===== src/rtl/potq_pkg.sv =====
// ----------------------------------------------------------------------------
// potq_pkg
// shared types, codes and default sizes of the priority ordered task queue
// ----------------------------------------------------------------------------
`default_nettype none

package potq_pkg;

  // field widths
  localparam int unsigned FUNC_W   = 2;
  localparam int unsigned TID_W    = 8;
  localparam int unsigned PRIO_W   = 8;
  localparam int unsigned STATUS_W = 2;
  localparam int unsigned OCC_W    = 5;

  // default sizes
  localparam int unsigned DEPTH_DEF   = 16;
  localparam int unsigned ID_BITS_DEF = 8;

  // request codes
  localparam logic [FUNC_W-1:0] FN_ENQ = 2'd0;
  localparam logic [FUNC_W-1:0] FN_REM = 2'd1;
  localparam logic [FUNC_W-1:0] FN_POP = 2'd2;

  // status codes
  localparam logic [STATUS_W-1:0] ST_OK        = 2'd0;
  localparam logic [STATUS_W-1:0] ST_FULL      = 2'd1;
  localparam logic [STATUS_W-1:0] ST_NOT_FOUND = 2'd2;
  localparam logic [STATUS_W-1:0] ST_EMPTY     = 2'd3;

  // action broadcast to every cell
  typedef enum logic [1:0] {
    ACT_NONE,
    ACT_INS,
    ACT_DEL,
    ACT_POP
  } act_e;

  typedef struct packed {
    act_e              act;
    logic [PRIO_W-1:0] prio;
  } ctrl_t;

endpackage

`default_nettype wire


===== src/rtl/potq_cell.sv =====
// ----------------------------------------------------------------------------
// potq_cell
// one slot of the sorted row: compares against the request, shifts with
// its neighbours
// ----------------------------------------------------------------------------
`default_nettype none

module potq_cell #(
  parameter int unsigned ID_BITS = potq_pkg::ID_BITS_DEF
) (
  input  wire                          clk_i,
  input  wire                          rst_ni,
  input  wire potq_pkg::ctrl_t         ctrl_i,
  input  wire [ID_BITS-1:0]            req_id_i,
  // left neighbour (towards the front)
  input  wire                          left_ge_i,
  input  wire                          left_vld_i,
  input  wire [ID_BITS-1:0]            left_id_i,
  input  wire [potq_pkg::PRIO_W-1:0]   left_prio_i,
  // right neighbour (towards the back)
  input  wire                          right_vld_i,
  input  wire [ID_BITS-1:0]            right_id_i,
  input  wire [potq_pkg::PRIO_W-1:0]   right_prio_i,
  // match seen in a slot before this one
  input  wire                          seen_i,
  output logic                         vld_o,
  output logic [ID_BITS-1:0]           id_o,
  output logic [potq_pkg::PRIO_W-1:0]  prio_o,
  output logic                         ge_o,
  output logic                         seen_o
);
  import potq_pkg::*;

  logic              vld_q, vld_d;
  logic [ID_BITS-1:0] id_q, id_d;
  logic [PRIO_W-1:0] prio_q, prio_d;
  logic              hit;

  // empty slots count as greater, so an entry with no greater priority goes to the first empty one
  assign ge_o   = !vld_q || (prio_q > ctrl_i.prio);
  assign hit    = vld_q && (id_q == req_id_i);
  assign seen_o = seen_i || hit;

  always_comb begin
    vld_d  = vld_q;
    id_d   = id_q;
    prio_d = prio_q;
    case (ctrl_i.act)
      ACT_INS: begin
        if (left_ge_i) begin
          vld_d  = left_vld_i;
          id_d   = left_id_i;
          prio_d = left_prio_i;
        end else if (ge_o) begin
          vld_d  = 1'b1;
          id_d   = req_id_i;
          prio_d = ctrl_i.prio;
        end
      end
      ACT_DEL: begin
        if (seen_o) begin
          vld_d  = right_vld_i;
          id_d   = right_id_i;
          prio_d = right_prio_i;
        end
      end
      ACT_POP: begin
        vld_d  = right_vld_i;
        id_d   = right_id_i;
        prio_d = right_prio_i;
      end
      default: begin
      end
    endcase
  end

  always_ff @(posedge clk_i or negedge rst_ni) begin
    if (!rst_ni) begin
      vld_q <= 1'b0;
    end else begin
      vld_q <= vld_d;
    end
  end

  always_ff @(posedge clk_i) begin
    id_q   <= id_d;
    prio_q <= prio_d;
  end

  assign vld_o  = vld_q;
  assign id_o   = id_q;
  assign prio_o = prio_q;

endmodule

`default_nettype wire


===== src/rtl/priority_ordered_task_queue_top.sv =====
// ----------------------------------------------------------------------------
// priority_ordered_task_queue_top
// task queue kept sorted by ascending priority in a row of slot cells
// a request is registered with busy high; the row compares and shifts and
//   the result is registered with done_o high, taken at the edge that ends it
// a new request is not taken while busy is high; busy is high for the cycle
//   in which the row of cells compares and shifts in one go
// reset: entry count and slot valid bits clear at once, no clearing pass
// results cannot be stalled: each is shown for one cycle only
// ----------------------------------------------------------------------------
`default_nettype none

module priority_ordered_task_queue_top #(
  parameter int unsigned DEPTH   = potq_pkg::DEPTH_DEF,
  parameter int unsigned ID_BITS = potq_pkg::ID_BITS_DEF
) (
  input  wire                            clk_i,
  input  wire                            rst_ni,
  // request side
  input  wire                            start,
  output logic                           busy,
  input  wire [potq_pkg::FUNC_W-1:0]     func_i,
  input  wire [potq_pkg::TID_W-1:0]      task_id_i,
  input  wire [potq_pkg::PRIO_W-1:0]     priority_req_i,
  // result side
  output logic                           done_o,
  output logic [potq_pkg::STATUS_W-1:0]  status_o,
  output logic [potq_pkg::TID_W-1:0]     out_task_id_o,
  output logic [potq_pkg::PRIO_W-1:0]    out_priority_o,
  output logic [potq_pkg::OCC_W-1:0]     occupancy_o
);
  import potq_pkg::*;

  localparam int unsigned CNT_W = $clog2(DEPTH + 1);

  // request register
  logic                 accept;
  logic                 pend_q;
  logic [FUNC_W-1:0]    func_q;
  logic [ID_BITS-1:0]   req_id_q;
  logic [PRIO_W-1:0]    req_prio_q;
  logic [ID_BITS+TID_W-1:0] id_in_ext;

  // occupancy
  logic [CNT_W-1:0]     count_q, count_d;
  logic [CNT_W+OCC_W-1:0] count_ext;

  // result register
  logic                 done_q;
  logic [STATUS_W-1:0]  status_q, status_d;
  logic [TID_W-1:0]     oid_q, oid_d;
  logic [PRIO_W-1:0]    oprio_q, oprio_d;
  logic [OCC_W-1:0]     occ_q;
  logic [ID_BITS+TID_W-1:0] id_out_ext;

  // the row
  ctrl_t                ctrl;
  act_e                 act;
  logic [DEPTH-1:0]     c_vld;
  logic [DEPTH-1:0]     c_ge;
  logic [ID_BITS-1:0]   c_id   [DEPTH];
  logic [PRIO_W-1:0]    c_prio [DEPTH];
  logic [DEPTH:0]       seen;
  logic                 any_hit;
  logic                 full;
  logic                 empty;

  assign accept = start && !pend_q;
  assign busy   = pend_q;

  // only the low ID_BITS bits of the id take part
  assign id_in_ext = {{ID_BITS{1'b0}}, task_id_i};

  always_ff @(posedge clk_i) begin
    if (accept) begin
      func_q     <= func_i;
      req_id_q   <= id_in_ext[ID_BITS-1:0];
      req_prio_q <= priority_req_i;
    end
  end

  // row of slots; seen ripples from the front towards the back
  assign seen[0] = 1'b0;

  for (genvar i = 0; i < DEPTH; i++) begin : g_cell
    logic               l_ge, l_vld, r_vld;
    logic [ID_BITS-1:0] l_id, r_id;
    logic [PRIO_W-1:0]  l_prio, r_prio;

    if (i == 0) begin : g_front
      assign l_ge   = 1'b0;
      assign l_vld  = 1'b0;
      assign l_id   = '0;
      assign l_prio = '0;
    end else begin : g_mid_l
      assign l_ge   = c_ge[i-1];
      assign l_vld  = c_vld[i-1];
      assign l_id   = c_id[i-1];
      assign l_prio = c_prio[i-1];
    end

    if (i == DEPTH - 1) begin : g_back
      assign r_vld  = 1'b0;
      assign r_id   = '0;
      assign r_prio = '0;
    end else begin : g_mid_r
      assign r_vld  = c_vld[i+1];
      assign r_id   = c_id[i+1];
      assign r_prio = c_prio[i+1];
    end

    potq_cell #(
      .ID_BITS (ID_BITS)
    ) u_cell (
      .clk_i        (clk_i),
      .rst_ni       (rst_ni),
      .ctrl_i       (ctrl),
      .req_id_i     (req_id_q),
      .left_ge_i    (l_ge),
      .left_vld_i   (l_vld),
      .left_id_i    (l_id),
      .left_prio_i  (l_prio),
      .right_vld_i  (r_vld),
      .right_id_i   (r_id),
      .right_prio_i (r_prio),
      .seen_i       (seen[i]),
      .vld_o        (c_vld[i]),
      .id_o         (c_id[i]),
      .prio_o       (c_prio[i]),
      .ge_o         (c_ge[i]),
      .seen_o       (seen[i+1])
    );
  end

  // ids are unique, so at most one slot matches
  assign any_hit = seen[DEPTH];
  assign full    = (count_q == CNT_W'(DEPTH));
  assign empty   = (count_q == '0);

  // decide the action and the result of the pending request
  always_comb begin
    act      = ACT_NONE;
    status_d = ST_OK;
    oid_d    = '0;
    oprio_d  = '0;
    count_d  = count_q;
    id_out_ext = {{TID_W{1'b0}}, c_id[0]};
    unique case (func_q)
      FN_ENQ: begin
        // full wins over an id already queued
        if (full) begin
          status_d = ST_FULL;
        end else if (!any_hit) begin
          act     = ACT_INS;
          count_d = count_q + CNT_W'(1);
        end
      end
      FN_REM: begin
        if (any_hit) begin
          act     = ACT_DEL;
          count_d = count_q - CNT_W'(1);
        end else begin
          status_d = ST_NOT_FOUND;
        end
      end
      FN_POP: begin
        if (empty) begin
          status_d = ST_EMPTY;
        end else begin
          act     = ACT_POP;
          count_d = count_q - CNT_W'(1);
          oid_d   = id_out_ext[TID_W-1:0];
          oprio_d = c_prio[0];
        end
      end
      default: begin
        // unused code: no change, plain ok
      end
    endcase
  end

  // cells move only in the cycle after a request is taken
  assign ctrl.act  = pend_q ? act : ACT_NONE;
  assign ctrl.prio = req_prio_q;

  // occupancy wraps at 32, as the field is five bits wide
  assign count_ext = {{OCC_W{1'b0}}, count_d};

  always_ff @(posedge clk_i or negedge rst_ni) begin
    if (!rst_ni) begin
      pend_q  <= 1'b0;
      done_q  <= 1'b0;
      count_q <= '0;
    end else begin
      pend_q <= accept;
      done_q <= pend_q;
      if (pend_q) begin
        count_q <= count_d;
      end
    end
  end

  always_ff @(posedge clk_i) begin
    if (pend_q) begin
      status_q <= status_d;
      oid_q    <= oid_d;
      oprio_q  <= oprio_d;
      occ_q    <= count_ext[OCC_W-1:0];
    end
  end

  assign done_o         = done_q;
  assign status_o       = status_q;
  assign out_task_id_o  = oid_q;
  assign out_priority_o = oprio_q;
  assign occupancy_o    = occ_q;

`ifndef SYNTHESIS
  // occupied slots always match the entry count
  a_count_matches_slots : assert property (@(posedge clk_i) disable iff (!rst_ni)
    $countones(c_vld) == count_q)
    else $error("slot valid bits disagree with entry count");

  // occupied slots sit at the front of the row
  a_slots_packed : assert property (@(posedge clk_i) disable iff (!rst_ni)
    ((c_vld + DEPTH'(1)) & c_vld) == '0)
    else $error("gap in occupied slots");

  // every taken request gives a result strobe, with done_o registered from busy
  a_result_follows : assert property (@(posedge clk_i) disable iff (!rst_ni)
    (start && !busy) |=> ##1 done_o)
    else $error("result strobe missing");

  a_no_spurious_result : assert property (@(posedge clk_i) disable iff (!rst_ni)
    done_o |-> $past(busy))
    else $error("result strobe without a request");
`endif

endmodule

`default_nettype wire


===== config.mk =====
export PLATFORM = sky130hd
export DESIGN_NAME = priority_ordered_task_queue_top
export DESIGN_NICKNAME = d
export VERILOG_FILES = /design/src/rtl/potq_pkg.sv /design/src/rtl/potq_cell.sv /design/src/rtl/priority_ordered_task_queue_top.sv
export SDC_FILE = /design/constraint.sdc
export NUM_CORES = 1
export LEC_CHECK = 0
export BUFFER_PORTS_ARGS = -buffer_cell sky130_fd_sc_hd__buf_2
export CAP_MARGIN = 20
export CORE_MARGIN = 5
export CORE_UTILIZATION = 69
export DETAILED_ROUTE_END_ITERATION = 6
export MAX_ROUTING_LAYER = met4
export PLACE_DENSITY = 0.95
export SYNTH_ARGS = -nofsm -noshare
export SYNTH_HDL_FRONTEND = slang
export SYNTH_HIERARCHICAL = 1
export SYNTH_SLANG_ARGS = --single-unit

===== constraint.sdc =====
create_clock -name clk_i -period 32.5 [get_ports clk_i]
set_input_delay 6.5 -clock clk_i [delete_from_list [all_inputs] [get_ports clk_i]]
set_output_delay 6.5 -clock clk_i [all_outputs]
set_load 0.02 [all_outputs]

## Word level (Yosys, flattened, before mapping)

Cells that the tools add are included.

- Register bits after elaboration: 320
- Bits of input ports: 21

- $lt $le $gt $ge: 16
- Equal/unequal tests: 54
- Add/subtract/negate cells: 2
- Mux-type cells: 203
- Reductions and logical operators: 85
- Bitwise operators: 1

Operators with widths:

| cell | count |
|---|---|
| $pmux 8 s3 | 32 |
| $mux 8 | 93 |
| $eq 8x8->1 | 16 |
| $gt 8x8->1 | 16 |
| $mux 1 | 50 |
| $pmux 1 s3 | 16 |
| $reduce_and 3->1 | 16 |
| $ne 3x1->1 const B | 13 |
| $ne 2x1->1 const B | 16 |
| $logic_or 1x1->1 | 31 |
| $mux 5 | 4 |
| $logic_and 1x1->1 | 17 |
| $logic_not 1->1 | 17 |
| $pmux 5 s3 | 1 |
| $pmux 2 s3 | 2 |
| $mux 2 | 5 |
| $eq 2x2->1 const B | 3 |
| $ne 3x2->1 const B | 2 |
| $add 5x1->5 const B | 1 |
| $eq 5x5->1 const B | 1 |
| $logic_not 5->1 | 1 |
| $sub 5x1->5 const B | 1 |
| $eq 2x1->1 const B | 2 |
| $reduce_bool 3->1 | 1 |
| other kinds (4) | 4 |

## Logic depth before layout (Yosys ltp)

- Word-level depth: 24
- Mapped depth: 41

## Cells and area by module

Netlist, hierarchy kept.

Modules (own cells, without submodules):

| module | seq. area each (sq um) | cells an instance | instances | area an instance (sq um) |
|---|---|---|---|---|
| potq_cell | 505.5 | 127 | 16 | 1247.4 |
| priority_ordered_task_queue_top | 1406.3 | 141 | 1 | 2035.7 |

## Least setup slack after synthesis

OpenSTA, ideal clock, no wires.

- Path type: reg2reg
- From: register req_id_q[4]
- To: register g_cell[0].u_cell.id_q[0], enable pin
- Data required time: 32.107 ns
- Buffers on the path: 1
- Stages on the path, launching flop included: 40
- Period minus slack after synthesis: 10.225 ns
- Slack: 22.275 ns
- Arrival time: 9.832 ns
- Path through: edfxtp_1 xnor2_1 nand4_1 o31ai_1 inv_1 o31ai_1 inv_1 o31ai_1 inv_1 o31ai_1 inv_1 o31ai_1 inv_1 o31ai_1 inv_1 o31ai_1 inv_1 o31ai_1 [4 not listed] inv_1 o31ai_1 inv_1 o31ai_1 inv_1 o31ai_1 inv_1 o31ai_1 inv_1 o31ai_1 inv_1 o31ai_1 buf_2 nor3_1 a21oi_1 nor3_1 o41ai_2 o2bb2ai_1

RTL lines:

| what | RTL line | RTL |
|---|---|---|
| start: declaration | priority_ordered_task_queue_top.sv:40 | `logic [ID_BITS-1:0] req_id_q;` |
| start signal: assignment | priority_ordered_task_queue_top.sv:77 | `req_id_q <= id_in_ext[ID_BITS-1:0];` |
| end signal: assignment | potq_cell.sv:86 | `id_q <= id_d;` |
| end: declaration | potq_cell.sv:35 | `logic [ID_BITS-1:0] id_q, id_d;` |

==> impl_metrics.ini <==
[outcome]
status = complete, but fails checks
violations = design-rule violations

[sta]
finalSetupViolCount = 0
fin_setup_tns_ps = 0
holdWs_ps = 610
drv_slew = 0
fin_skew_ps = 16.9
tightest_slew_ps = 962
relSlewSlack_pct = 35.9
post-route-min-period_ps = 9160
rsz0062_at_grt = no
fin_crit_sh_pct = 28.2
hold_viol = 0
timing.fmax_ghz = 0.109

[global_routing]
antenna_found_initial = 0
grt_max_degree = 211
grt_pass1_wl_mm = 97.8
grt_use_total_pct = 35.0
overflow = 0
grt_pass1_vias = 18500

[run]
maxCapViolations = 0

[power]
pwr_density_cell_mw_per_mm2 = 54.2
finalPower_mw = 1.29
power.leakage_nw = 10.1
ir_worst_vdd_mv = 0.0400

[drt]
drc = 13
ant_nets = 0
wirelength_mm = 63.0
vias = 18600
vias_per_cell = 6.97
avgRoutedWirePerCell_um = 23.6
drt_iter0_markers = 2892
first_pass_iters = 7

[clocking]
cts_buffers = 34
post_cts_resized = 0
clockRootBuffer = clkbuf_16
clk_path_buf_depth = 3
clk_latency_ps = 530
cts_tree = done
cts.sinks = 320
cts_hold_buf = 0
path_clk_slew_ps = 70
postCtsSetupRepairBufs = 0
cts_max_level = 2

[placed_design]
dp_hpwl_mm = 38.8
io_buffers = 45
place.gp.congestion = 0.936

[hold_path]
min-delay-start = g_cell[5].u_cell/prio_o[0]
min_to = g_cell[4].u_cell/prio_o[0]
hold_class = flop to flop
hold_path_depth = 2

[floorplanning]
die_h_um = 188
initial_utilization_pct = 69.8
coreArea_sq_mm = 0.0315
ioPinCount = 46
rows = 65
die_area_sq_mm = 0.0355
fp.dieW_um = 188

[yosys]
ys_warn_count = 6
synth.avg_cell_area_sq_um = 10.1
synth_area_sq_mm = 0.0220
syn-instance-count = 2170

[finish]
n_antenna_cell = 0
nFillCells = 1709
syn_to_final_growth_pct = 8.70
nNetsFinal = 2391
drive_gt1_share_pct = 10.6
finish.utilization_pct = 75.9

[worst_setup_path]
crit_top_cell = o31ai_1
criticalPathCategory = flop to flop
crit_path_end_kind = flop
r2r_cells = 42
cp_slowest_cell = buf_4
rrSetupSlack_ps = 23340
cpPeakStageDelay_ps = 660
crit_start = req_id_q[4]
crit_fanout = 210
startpoint_type = flop
critPathRequiredTime_ps = 32720
r2r_end = g_cell[5].u_cell/id_o[3]
r2r_start = req_id_q[4]
critPathArrivalTime_ps = 9380
-- registers in the layout (all words and copies together), names as in the netlist --
name / count
count_q: 5
req_id_q: 8
g_cell.u_cell/id_o: 128
req_prio_q: 8
status_o: 2
g_cell.u_cell/vld_o: 16
done_o: 1
occupancy_o: 5
busy: 1
out_task_id_o: 8
func_q: 2
out_priority_o: 8
g_cell.u_cell/prio_o: 128
-- placed cells by master, fill, tap and decap left out, types with 15 or more instances in the layout --
cell / count
a211oi_2: 16
a21oi_1: 35
a31oi_1: 17
and2_1: 16
buf_2: 46
buf_4: 40
clkbuf_16: 35
conb_1: 38
dfrtp_1: 23
edfxtp_1: 297
ha_1: 130
inv_1: 180
mux2i_1: 257
nand2_1: 340
nand2b_1: 36
nand3_1: 34
nand4_1: 17
nand4_2: 16
nor2_1: 37
nor2_2: 15
nor3_1: 17
nor4_1: 32
o21ai_0: 277
o22a_1: 16
o2bb2ai_1: 17
o31ai_1: 18
o31ai_2: 16
o32ai_1: 16
o41ai_2: 16
or2_1: 16
xnor2_1: 132
-- cell type report --
| class | count | area (sq um) | share of cell area (%) |
|---|---|---|---|
| Clock buffer | 40 | 905 | 3.79 |
| Inverter | 180 | 676 | 2.83 |
| Sequential cell | 320 | 9490 | 39.7 |
| Tap cell | 402 | 503 | 2.11 |
| Timing Repair Buffer | 101 | 807 | 3.38 |
| Clock inverter | 21 | 188 | 0.786 |
| Multi-Input combinational cell | 1603 | 11300 | 47.4 |
-- report_power, final --
part	switching, mW	total [mW]	internal [mW]
Clock	0.171	0.395	0.224
Sequential	0.0496	0.561	0.512
Combinational	0.204	0.337	0.134
Total	0.424	1.29	0.869
-- layer usage --
| metal | wire (um) | track usage (%) | part of all wire [%] | vias up |
|---|---|---|---|---|
| met4 | 3760 | 17.2 | 6.0 | 0 |
| met3 | 7400 | 6.32 | 12 | 392 |
| met1 | 21600 | 42.1 | 34 | 8666 |
| met5 | 0 | - | 0 | - |
| met2 | 30300 | 57.2 | 48 | 1615 |
| li1 | - | - | - | 7913 |
-- critical path, delay by kind of cell (launching register included) --
family                 cells  cell delay (ps)
AO/OA/AOI/OAI             18             3440
flip-flops                 1              360
buffers and inverters     20             3830
AND/OR/NAND/NOR            3              870
XOR/XNOR                   1              200
-- worst max path at each step --
stage          slack, ps                        to
5_1_grt            22890  g_cell[5].u_cell/id_o[6]
3_5_place_dp       24290  g_cell[5].u_cell/id_o[1]
4_1_cts            23850  g_cell[6].u_cell/id_o[3]
3_3_place_gp       24790  g_cell[5].u_cell/id_o[1]
6_report           23340  g_cell[5].u_cell/id_o[3]
2_1_floorplan      22270  g_cell[0].u_cell/id_o[0]
-- per-stage QoR --
stage                     setup slack, ps  instance area, sq um  cells
final                               23340                 23900   2667
after global routing                22890                 23900   2667
after detailed placement            24290                 22600   2594
after floorplan                     22270                 22100   2207
after CTS                           23850                 23700   2655
after global placement              24790                 22500   2591
Power figures use the tool's default switching activity.
